## src/rtl/core/pte_pkg.sv

```systemverilog
// Shared types and codes for the process table engine.
`default_nettype none
package pte_pkg;
   typedef enum logic [2:0] {
      ACT_ADD = 3'd0, ACT_REMOVE = 3'd1, ACT_LIST_ALL = 3'd2,
      ACT_LIST_READY = 3'd3, ACT_LIST_MAX = 3'd4
   } action_type;

   localparam logic [1:0] CODE_OK      = 2'd0;
   localparam logic [1:0] CODE_FULL    = 2'd1;
   localparam logic [1:0] CODE_NOTFND  = 2'd2;
   localparam logic [1:0] CODE_NOTHING = 2'd3;

   localparam logic [1:0] ST_READY = 2'd0;
   localparam logic [1:0] ST_WAIT  = 2'd2;

   typedef struct packed {
      logic [2:0]  action;
      logic [15:0] proc_id;
      logic [1:0]  proc_state;
      logic [7:0]  proc_priority;
   } req_type;

   typedef struct packed {
      logic [1:0]  code;
      logic [15:0] out_id;
      logic [1:0]  out_state;
      logic [7:0]  out_priority;
      logic        last;
   } rsp_type;
endpackage
`default_nettype wire

```

## src/rtl/core/pte_front.sv

```systemverilog
// Front end: accepts requests, drops unknown actions, two-entry queue.
`default_nettype none
module pte_front
   import pte_pkg::*;
(
   input  wire logic    clock,
   input  wire logic    reset,
   input  wire logic    req_valid,
   output logic         req_stall,
   input  wire req_type req_data,
   output logic         q_valid,
   input  wire logic    q_pop,
   output req_type      q_data
);
   req_type    slot_ff [2];
   logic [1:0] cnt_ff, cnt_in;
   logic       rd_ff, rd_in;
   logic       push, known;

   assign known     = req_data.action <= ACT_LIST_MAX;
   assign req_stall = cnt_ff == 2'd2;
   assign push      = req_valid && !req_stall && known;
   assign q_valid   = cnt_ff != 2'd0;
   assign q_data    = slot_ff[rd_ff];

   always_comb begin
      cnt_in = cnt_ff + {1'b0, push} - {1'b0, q_pop && q_valid};
      rd_in  = rd_ff ^ (q_pop && q_valid);
   end

   always_ff @(posedge clock) begin
      if (reset) begin
         cnt_ff <= '0;
         rd_ff  <= 1'b0;
      end else begin
         cnt_ff <= cnt_in;
         rd_ff  <= rd_in;
      end
      if (push) slot_ff[rd_ff ^ cnt_ff[0]] <= req_data;
   end
endmodule
`default_nettype wire

```

## src/rtl/core/pte_back.sv

```systemverilog
// Back end: table storage, scan/shift sequencer and result register.
`default_nettype none
module pte_back
   import pte_pkg::*;
#(
   parameter int MAX_ENTRIES = 16
) (
   input  wire logic    clock,
   input  wire logic    reset,
   input  wire logic    q_valid,
   output logic         q_pop,
   input  wire req_type q_data,
   output logic         rsp_valid,
   input  wire logic    rsp_stall,
   output rsp_type      rsp_data
);
   localparam int IW = $clog2(MAX_ENTRIES);
   localparam int CW = $clog2(MAX_ENTRIES + 1);

   typedef enum logic [5:0] {
      S_IDLE = 6'b000001, S_FIND = 6'b000010, S_SHIFT = 6'b000100,
      S_MAX  = 6'b001000, S_LIST = 6'b010000, S_OUT  = 6'b100000
   } state_type;

   logic [15:0] id_ff  [MAX_ENTRIES];
   logic [1:0]  st_ff  [MAX_ENTRIES];
   logic [7:0]  pr_ff  [MAX_ENTRIES];
   state_type   state_ff;
   logic [CW-1:0] count_ff, idx_ff;
   logic [7:0]  best_ff;
   logic        found_ff;
   req_type     cur_ff;
   rsp_type     out_ff;
   logic        ov_ff;
   // held-back entry: emitted once the next match (or end) is known
   rsp_type     pend_ff;
   logic        pend_v_ff;

   logic [IW-1:0] ix;
   logic          at_end, match, out_free;

   assign ix        = idx_ff[IW-1:0];
   assign at_end    = idx_ff == count_ff;
   assign out_free  = !ov_ff || !rsp_stall;
   assign rsp_valid = ov_ff;
   assign rsp_data  = out_ff;
   assign q_pop     = state_ff == S_IDLE && q_valid;

   always_comb begin
      match = 1'b0;
      case (action_type'(cur_ff.action))
         ACT_LIST_READY: match = st_ff[ix] == ST_READY;
         ACT_LIST_MAX:   match = pr_ff[ix] == best_ff;
         default:        match = 1'b1;
      endcase
   end

   always_ff @(posedge clock) begin
      if (reset) begin
         state_ff  <= S_IDLE;
         count_ff  <= '0;
         ov_ff     <= 1'b0;
         pend_v_ff <= 1'b0;
      end else begin
         if (ov_ff && !rsp_stall) ov_ff <= 1'b0;
         case (state_ff)
            S_IDLE: if (q_valid) begin
               cur_ff    <= q_data;
               idx_ff    <= '0;
               best_ff   <= '0;
               found_ff  <= 1'b0;
               pend_v_ff <= 1'b0;
               case (action_type'(q_data.action))
                  ACT_ADD:    state_ff <= S_OUT;
                  ACT_REMOVE: state_ff <= S_FIND;
                  ACT_LIST_MAX: state_ff <= S_MAX;
                  default:    state_ff <= S_LIST;
               endcase
            end
            S_FIND: begin
               if (at_end) state_ff <= S_OUT;
               else if (id_ff[ix] == cur_ff.proc_id) begin
                  found_ff <= 1'b1;
                  state_ff <= S_SHIFT;
               end else idx_ff <= idx_ff + 1'b1;
            end
            S_SHIFT: begin
               if (idx_ff + 1'b1 >= count_ff) begin
                  count_ff <= count_ff - 1'b1;
                  state_ff <= S_OUT;
               end else begin
                  id_ff[ix] <= id_ff[ix + 1'b1];
                  st_ff[ix] <= st_ff[ix + 1'b1];
                  pr_ff[ix] <= pr_ff[ix + 1'b1];
                  idx_ff    <= idx_ff + 1'b1;
               end
            end
            S_MAX: begin
               if (at_end) begin
                  idx_ff   <= '0;
                  state_ff <= S_LIST;
               end else begin
                  if (pr_ff[ix] > best_ff) best_ff <= pr_ff[ix];
                  idx_ff <= idx_ff + 1'b1;
               end
            end
            S_LIST: if (out_free) begin
               if (at_end) begin
                  ov_ff <= 1'b1;
                  if (pend_v_ff) out_ff <= '{pend_ff.code, pend_ff.out_id,
                     pend_ff.out_state, pend_ff.out_priority, 1'b1};
                  else out_ff <= '{CODE_NOTHING, 16'd0, 2'd0, 8'd0, 1'b1};
                  state_ff <= S_IDLE;
               end else begin
                  if (match) begin
                     if (pend_v_ff) begin
                        out_ff <= pend_ff;
                        ov_ff  <= 1'b1;
                     end
                     pend_ff   <= '{CODE_OK, id_ff[ix], st_ff[ix], pr_ff[ix], 1'b0};
                     pend_v_ff <= 1'b1;
                  end
                  idx_ff <= idx_ff + 1'b1;
               end
            end
            S_OUT: if (out_free) begin
               ov_ff    <= 1'b1;
               state_ff <= S_IDLE;
               out_ff   <= '{CODE_OK, 16'd0, 2'd0, 8'd0, 1'b1};
               if (action_type'(cur_ff.action) == ACT_ADD) begin
                  if (count_ff == CW'(MAX_ENTRIES)) out_ff.code <= CODE_FULL;
                  else if (cur_ff.proc_state > ST_WAIT) out_ff.code <= CODE_NOTFND;
                  else begin
                     id_ff[count_ff[IW-1:0]] <= cur_ff.proc_id;
                     st_ff[count_ff[IW-1:0]] <= cur_ff.proc_state;
                     pr_ff[count_ff[IW-1:0]] <= cur_ff.proc_priority;
                     count_ff <= count_ff + 1'b1;
                  end
               end else if (count_ff == '0 && !found_ff) out_ff.code <= CODE_NOTHING;
               else if (!found_ff) out_ff.code <= CODE_NOTFND;
            end
            default: state_ff <= S_IDLE;
         endcase
      end
   end
endmodule
`default_nettype wire

```

## src/rtl/core/process_table_engine.sv

```systemverilog
// Top level of the process table engine.
// The back end handles one request at a time and takes the next only once it is done;
// it scans the table one entry per cycle, and the list scan waits while a result is stalled.
// Front queue holds two requests so the input side keeps moving.
// Reset: synchronous, empties the table and queue; table storage itself is not cleared.
`default_nettype none
module process_table_engine
   import pte_pkg::*;
#(
   parameter int MAX_ENTRIES = 16
) (
   input  wire logic    clock,
   input  wire logic    reset,
   input  wire logic    req_valid,
   output logic         req_stall,
   input  wire req_type req_data,
   output logic         rsp_valid,
   input  wire logic    rsp_stall,
   output rsp_type      rsp_data
);
   logic    q_valid, q_pop;
   req_type q_data;

   // front: accept and filter, queue toward back end
   pte_front u_front (
      .clock, .reset, .req_valid, .req_stall, .req_data,
      .q_valid, .q_pop, .q_data
   );

   // back: table ops and result transfers
   pte_back #(.MAX_ENTRIES(MAX_ENTRIES)) u_back (
      .clock, .reset, .q_valid, .q_pop, .q_data,
      .rsp_valid, .rsp_stall, .rsp_data
   );

   // a stalled result stays put
   a_rsp_hold: assert property (@(posedge clock) disable iff (reset)
      rsp_valid && rsp_stall |=> rsp_valid && $stable(rsp_data))
      else $error("result changed under stall");
   // queue never pops empty
   a_pop: assert property (@(posedge clock) disable iff (reset)
      q_pop |-> q_valid) else $error("pop of empty queue");
endmodule
`default_nettype wire

```

## config.mk

```make
export PLATFORM = sky130hd
export DESIGN_NAME = process_table_engine
export DESIGN_NICKNAME = d
export VERILOG_FILES = /design/src/rtl/core/pte_pkg.sv /design/src/rtl/core/pte_front.sv /design/src/rtl/core/pte_back.sv /design/src/rtl/core/process_table_engine.sv
export SDC_FILE = /design/constraint.sdc
export NUM_CORES = 1
export LEC_CHECK = 0
export BUFFER_PORTS_ARGS = -buffer_cell sky130_fd_sc_hd__buf_2
export CORE_MARGIN = 3
export CORE_UTILIZATION = 41
export DETAILED_ROUTE_END_ITERATION = 8
export SLEW_MARGIN = 20
export SYNTH_ARGS = -nofsm -noshare
export SYNTH_HDL_FRONTEND = slang
export SYNTH_HIERARCHICAL = 1
export SYNTH_SLANG_ARGS = --single-unit
```

## constraint.sdc

```tcl
create_clock -name clock -period 8.1 [get_ports clock]
set_input_delay 0.81 -clock clock [delete_from_list [all_inputs] [get_ports clock]]
set_output_delay 0.81 -clock clock [all_outputs]
set_load 0.1 [all_outputs]
```

# ---- Word-level counts from Yosys, hierarchy flattened
# Memory sizes are Yosys's and may differ from the RTL's. A register that Yosys moved wholly into a read port is not among the register bits.
# Cells that the tools add are included.
# W data, S select, Z words.
dict set report op_classes {
  add_sub_neg 6
  n_mul 0
  div 0
  n_lt_le_gt_ge 4
  n_eq_ne 35
  n_shift 0
  n_mux 82
  bitwise_logic 4
  n_reduce_logical 34
}
# op n
set ops {}
lappend ops {{$mux W29} 6}
lappend ops {{$mux W5} 12}
lappend ops {{$pmux W29 S2} 1}
lappend ops {{$mux W6} 8}
lappend ops {{$pmux W6 S6} 1}
lappend ops {{$mux W8} 4}
lappend ops {{$mux W1} 29}
lappend ops {{$pmux W5 S5} 1}
lappend ops {{$mux W4} 6}
lappend ops {{$ne A2 B1 Y1 const B} 10}
lappend ops {{$reduce_and A5 Y1} 4}
lappend ops {{$pmux W6 S3} 1}
lappend ops {{$eq A16 B16 Y1} 1}
lappend ops {{$mux W16} 1}
lappend ops {{$pmux W8 S2} 1}
lappend ops {{$reduce_or A16 Y1} 1}
lappend ops {{$ne A2 B2 Y1 const B} 7}
lappend ops {{$mux W2} 6}
lappend ops {{$reduce_and A6 Y1} 2}
lappend ops {{$reduce_bool A2 Y1} 6}
lappend ops {{$add A5 B1 Y5 const B} 2}
lappend ops {{$pmux W5 S2} 1}
lappend ops {{$ne A3 B1 Y1 const B} 3}
lappend ops {{$eq A8 B8 Y1} 1}
lappend ops {{other kinds (35)} 50}
dict set report word_totals {
  register_bits 114
  latch_bits 0
  ram_bits 474
  rom_bits 0
  input_bits 33
  wordCells 190
  mem_count 4
}
# memory depth width rd rd_clocked_by_memory_dff wr line
set mem_list {}
lappend mem_list {u_back.id_ff 16 16 2 1 1 pte_back.sv:25} ;# logic [15:0] id_ff [MAX_ENTRIES];
lappend mem_list {u_back.pr_ff 16 8 2 1 1 pte_back.sv:27} ;# logic [7:0] pr_ff [MAX_ENTRIES];
lappend mem_list {u_front.slot_ff 2 29 1 1 1 pte_front.sv:15} ;# req_type slot_ff [2];
lappend mem_list {u_back.st_ff 16 2 2 1 1 pte_back.sv:26} ;# logic [1:0] st_ff [MAX_ENTRIES];

# ---- Longest topological paths before layout
dict set report logic_depth {
  depth_word 10
  ltp_mapped 18
  mapped_depth_nobuf 11
}

# ---- Modules after synthesis
# The synthesis kept the hierarchy.
# mod instances cells_per_inst area_per_inst_um2
set modules_own_cells {}
lappend modules_own_cells {pte_back 1 1310 24881.4}
lappend modules_own_cells {pte_front 1 112 2456.1}

# ---- Worst setup path before layout
# OpenSTA, ideal clock, no wires.
dict set report synth_path {
  path_type {flip-flop to flip-flop}
  from {reg (tool-made name)}
  to {reg u_back.out_ff, in the netlist u_back/rsp_data[0], enable pin}
  arrival_ns 6.427
  t_required_ns 7.612
  path_slack_ns 1.185
  stages_incl_launch_ff 16
  synth_period_minus_slack_ns 6.915
  cell_sequence {dfxtp_1 > buf_2 > buf_2 > buf_2 > buf_4 > buf_2 > buf_2 > mux4_2 > mux4_2 > ha_1 > nand4_1 > nor2_1 > o32ai_1 > a21oi_1 > nor2_1 > nor4_1}
}
# element line
set synth_lines {}
lappend synth_lines {{end signal, assigned} pte_back.sv:110} ;# if (pend_v_ff) out_ff <= '{pend_ff.code, pend_ff.out_id,
lappend synth_lines {{end signal, assigned} pte_back.sv:112} ;# else out_ff <= '{CODE_NOTHING, 16'd0, 2'd0, 8'd0, 1'b1};
lappend synth_lines {{end signal, assigned} pte_back.sv:117} ;# out_ff <= pend_ff;
lappend synth_lines {{end, declared} pte_back.sv:33} ;# rsp_type out_ff;

# ---- Final worst setup path
dict set report layout_path {
  from {reg u_back.idx_ff[0]}
  to {mem u_back.id_ff[1][3], enable pin}
}
dict set report layout_between {
  elab_chain_len 7
}
# element line
set layout_lines {}
lappend layout_lines {{start, declared} pte_back.sv:29} ;# logic [CW-1:0] count_ff, idx_ff;
lappend layout_lines {{start signal, assigned} pte_back.sv:85} ;# end else idx_ff <= idx_ff + 1'b1;
lappend layout_lines {{start signal, assigned} pte_back.sv:95} ;# idx_ff <= idx_ff + 1'b1;
lappend layout_lines {{start signal, assigned} pte_back.sv:104} ;# idx_ff <= idx_ff + 1'b1;
lappend layout_lines {{$add A5 B1 Y5} pte_back.sv:88} ;# if (idx_ff + 1'b1 >= count_ff) begin
lappend layout_lines {{$ge A5 B5 Y1} pte_back.sv:88}
lappend layout_lines {{$mux W1} pte_back.sv:88}
lappend layout_lines {{$mux W1} pte_back.sv:66} ;# case (state_ff)
lappend layout_lines {{$mux W1} pte_back.sv:59} ;# if (reset) begin
lappend layout_lines {{$mux W1 (implied by the code)} pte_back.sv:92} ;# id_ff[ix] <= id_ff[ix + 1'b1];
lappend layout_lines {{$mux W1 (no line)} -}
lappend layout_lines {{end, declared} pte_back.sv:25}
# Parallel ways exist; a longest one is shown, timed or not.

==> impl_summary.md <==
Clocking
The number of gates resized after CTS is 0. The clock sink total is 592. The clock tree synthesis step divided the H-tree into 3 levels. Clock latency on the worst-skew pair, taken at its later pin, is 0.61 ns.

Buffers inserted during clock tree synthesis total 66. In this run, post-CTS hold repair placed 0 buffers. In this run the post-CTS setup repair buffer count came out at 0. Clock-pin slew was measured on the worst setup and hold paths at 0.06 ns. TritonCTS built the clock tree. The library cell used as clock root buffer is sky130_fd_sc_hd__clkbuf_16.

The maximum number of buffers from clock root to sink is 3.

Worst setup path
The logic depth of the worst register-to-register path is 11. At the worst endpoint, the required time is 8.31 ns. The maximum net fanout on the critical path is 54. The endpoint type of the worst setup path is a flip-flop. The critical register-to-register path startpoint is u_back/idx_ff[0].

By startpoint and endpoint, the worst setup path is classified as flip-flop to flip-flop. The setup slack on the worst flop-to-flop path is 2.63 ns. STA classifies the critical path startpoint as a flip-flop. Data arrives at the worst endpoint at 5.68 ns. The endpoint of the worst register-to-register path is u_back/id_ff[1][3].

Timing
Static timing analysis puts the maximum clock frequency at 183 MHz. The slew of the pin with the lowest slew margin is 1.14 ns. The worst hold slack is 0.396 ns. Summed over all failing endpoints, the final setup total negative slack is 0 ns. Between clock sinks in the finished design, the worst skew comes to 0.0262 ns. Setup repair after global routing left no endpoint under its margin. Measured against its own limit, the worst slew margin works out to 0.235. The clock period could shrink to 5.47 ns. The total setup violations reported at the end of the flow is 0.

The number of endpoints with negative hold slack in the final report is 0. In the finished design, the share of the clock period the worst path needs comes to 0.675. The smallest setup slack after layout is 2.63 ns. The max-slew violation count is 0.

Power and ir drop
The clock network fraction of total power is 0.235. The overall power after layout is 12.3 mW. The largest vdd supply drop is 0.248 mV. The share of total power dissipated in sequential elements is 0.384. Of the total power, the share spent switching nets is 0.335. In this run the static leakage power is 9.82 nW. Power spread over the standard cell area amounts to 397 nW/um^2. The power share of the combinational group is 0.381. Internal power comes to 8.18 mW.

For this design the total switching power over the nets is 4.11 mW.

Place
At the end of routability-driven placement, the weighted congestion stood at 0.828. Summing all placed instances gives a cell area of 28700 sq um. In this run, placement finished with an instance count of 2288. Port buffering added 63 buffers.

The worst setup slack after placement is 2.56 ns. Detailed placement finished with a half-perimeter wire length of 40.6 mm.

Synthesis
The post-synthesis xor/xnor area fraction is 0.0210. The top cell type's share of synthesized area is 0.628. Of the post-synthesis cell area, the part taken by muxes is 0.240. Of the total synthesized cell area, the portion taken by AND, OR, NAND and NOR gates is 0.0391. The cell count after synthesis came out at 1422. The count of synthesis-stage warnings from yosys is 6.

sky130_fd_sc_hd__edfxtp_1 takes more of the synthesized area than any other cell. A synthesized cell averages 19.2 sq um. The fraction of the mapped netlist area in compound gates is 0.0274.

For this run, asynchronously set or reset flops after synthesis account for 0. Synthesis produced a netlist with a net count of 1475. The count of flip-flops with a built-in enable after synthesis is 572. Of the total synthesized cell area, the portion taken by full adders, half adders and majority gates is 0.00943. The most used flip-flop cell after synthesis is sky130_fd_sc_hd__edfxtp_1. The netlist uses 76 different library cells.

The post-synthesis cell area is 27300 sq um. In this run, synthesis produced a sequential element count of 592. After synthesis, the largest family of logic cells by area is multiplexers. Ranked by total cell area, the synthesized netlist is headed by sky130_fd_sc_hd__edfxtp_1 63%, sky130_fd_sc_hd__mux4_2 20%, sky130_fd_sc_hd__mux2_4 1.9%. The sequential-to-total area share from yosys stat is 0.643.

Global route
The global routing usage summed across all routing layers is 0.190. Summed over all layers, the global routing overflow is 0. Entering global routing, the biggest net connects 106 pins. The initial antenna violation count came to 0. The number of global-route vias before repair is 14900.

The first-pass GRT wire length is 98.8 mm.

Drt
In the routed layout, each cell is associated on average with a via count of 5.92. In this run the remaining antenna-violating nets after routing total 0. Dividing the detail-routed wire length by the instance count gives 27.1 um. The pre-antenna-repair detailed-routing pass consisted of 5 iterations. The routed design has 65.3 mm of wire. The number of design-rule violations left by the first detailed-router iteration is 1419. The DRC violation count after routing is 0.

The via count of the routed design is 14300.

Floorplanning
The width of the die is 264 um. The site row count is 94. The floorplan step defined a die boundary enclosing 69800 sq um. The starting density of the core is 0.415. Pin placement for this block handled 64 I/O pins. The core region is 65900 sq um. Measured along the y axis, the die boundary spans 264 um.

Layout
The share of the core filled with cells is 0.470. The fraction of layout instances using a drive strength above 1 is 0.339. The library cells used most frequently in the layout, excluding fill and tap cells, are 572 x sky130_fd_sc_hd__edfxtp_1, 241 x sky130_fd_sc_hd__mux4_2, 68 x sky130_fd_sc_hd__clkbuf_16. The number of antenna diodes in the final layout is 0. The area growth from synthesis to layout is 13.3%. For this run, the number of standard cells in the final layout without fillers is 2411. The final instance area is 31000 sq um.

Leaving out fill and tap cells, the most frequent cell in the layout is sky130_fd_sc_hd__edfxtp_1. The final layout contains 1551 nets.

Min path
In this run the most critical hold path is launched from req_data[14]. The count of cells along the worst hold path is 1. The path class of the lowest-slack min-delay path is input port to flip-flop.

The end point of the most critical hold path is u_front/slot_ff[1][14].

Run
The total of max-cap violations is 0.

Status
The flow ran to the end, and the final reports show no timing, DRC or antenna violations.
layer usage:
metal / GRT usage / part of all wire / wire length [um]
met3: 0.0344 / 0.066 / 4310
met5: 0 / 0 / 0
met1: 0.266 / 0.43 / 27800
met2: 0.308 / 0.49 / 31800
met4: 0.0533 / 0.020 / 1310
Yosys cell counts, types with 3 or more instances:
cell type	n
sky130_fd_sc_hd__a2111oi_0	3
sky130_fd_sc_hd__a211oi_1	12
sky130_fd_sc_hd__a21o_1	9
sky130_fd_sc_hd__a21oi_1	30
sky130_fd_sc_hd__a31oi_1	7
sky130_fd_sc_hd__and2_1	32
sky130_fd_sc_hd__buf_1	14
sky130_fd_sc_hd__buf_2	16
sky130_fd_sc_hd__buf_6	7
sky130_fd_sc_hd__clkbuf_1	44
sky130_fd_sc_hd__dfxtp_1	20
sky130_fd_sc_hd__edfxtp_1	572
sky130_fd_sc_hd__ha_1	19
sky130_fd_sc_hd__inv_1	24
sky130_fd_sc_hd__mux2_2	26
sky130_fd_sc_hd__mux2_4	34
sky130_fd_sc_hd__mux2i_1	27
sky130_fd_sc_hd__mux4_2	241
sky130_fd_sc_hd__nand2_1	27
sky130_fd_sc_hd__nand2b_1	6
sky130_fd_sc_hd__nand3_1	8
sky130_fd_sc_hd__nand3b_1	4
sky130_fd_sc_hd__nand4_1	6
sky130_fd_sc_hd__nor2_1	44
sky130_fd_sc_hd__nor2b_1	23
sky130_fd_sc_hd__nor3_1	15
sky130_fd_sc_hd__nor4_1	9
sky130_fd_sc_hd__o21ai_0	12
sky130_fd_sc_hd__or3_1	6
sky130_fd_sc_hd__xnor2_1	43
sky130_fd_sc_hd__xor2_1	20
worst max-delay path by stage:
stage / startpoint / to / slack (ns) / cells past startpoint
6_report: u_back/idx_ff[0] / u_back/id_ff[1][3] / 2.63 / 11
3_3_place_gp: u_back/idx_ff[0] / u_back/id_ff[5][1] / 2.78 / 11
3_5_place_dp: u_back/idx_ff[0] / u_back/id_ff[1][3] / 2.56 / 11
2_1_floorplan: flip-flop / u_back/rsp_data[0] / 1.18 / 15
4_1_cts: u_back/idx_ff[0] / u_back/id_ff[1][3] / 2.54 / 11
5_1_grt: u_back/idx_ff[0] / u_back/id_ff[1][3] / 2.31 / 11
critical path, cell delays in order, from the launching register on:
cell	delay [ns]
sky130_fd_sc_hd__edfxtp_1	0.40
sky130_fd_sc_hd__buf_4	0.67
sky130_fd_sc_hd__nand3_1	0.26
sky130_fd_sc_hd__xnor2_2	0.20
sky130_fd_sc_hd__buf_4	0.49
sky130_fd_sc_hd__inv_1	0.11
sky130_fd_sc_hd__ha_1	0.29
sky130_fd_sc_hd__a21o_1	0.18
sky130_fd_sc_hd__a2111oi_0	0.82
sky130_fd_sc_hd__a21oi_1	0.22
sky130_fd_sc_hd__o32a_1	0.49
sky130_fd_sc_hd__nor2_4	0.91
cell families (layout without fill, tap and decap cells):
kind of cell,Yosys count,after routing
xor gates and xnor gates,64,64
buffers and inverters,112,237
muxes,332,332
AOI/OAI and AO/OA,106,106
adders and majority gates,20,20
DFF,592,592
and+or+nand+nor,196,196
sequential cells by signal, summed over array words and instances (netlist names), named ones only:
signal / flops
u_back/id_ff: 256
u_back/best_ff: 8
u_back/rsp_valid: 1
u_front/rd_ff: 1
u_back/pend_v_ff: 1
u_back/cur_ff: 29
u_front/cnt_ff: 2
u_back/state_ff: 6
u_back/count_ff: 5
u_back/pend_ff: 26
u_front/slot_ff: 58
u_back/found_ff: 1
u_back/idx_ff: 5
u_back/rsp_data: 29
u_back/st_ff: 32
u_back/pr_ff: 128
power by group through the flow:
stage / sequential (mW) / clock, mW / combinational [mW]
after detailed placement: 4.80 / 0 / 4.74
after CTS: 4.73 / 2.96 / 4.75
after floorplan: 4.61 / 0 / 3.55
final: 4.72 / 2.89 / 4.68
after global routing: 4.75 / 3.09 / 5.07
after global placement: 4.79 / 0 / 4.66
cell type report:
type                    count  area [sq um]
multi-input cells         718          9390
well taps                 864          1080
fillers                  5486         34900
clock inverters            33           320
flip-flops and latches    592         17600
inverters                  26          97.6
clock buffers              84          1760
repair buffers             94           738
No activity file was read; power rests on OpenSTA's default activity.
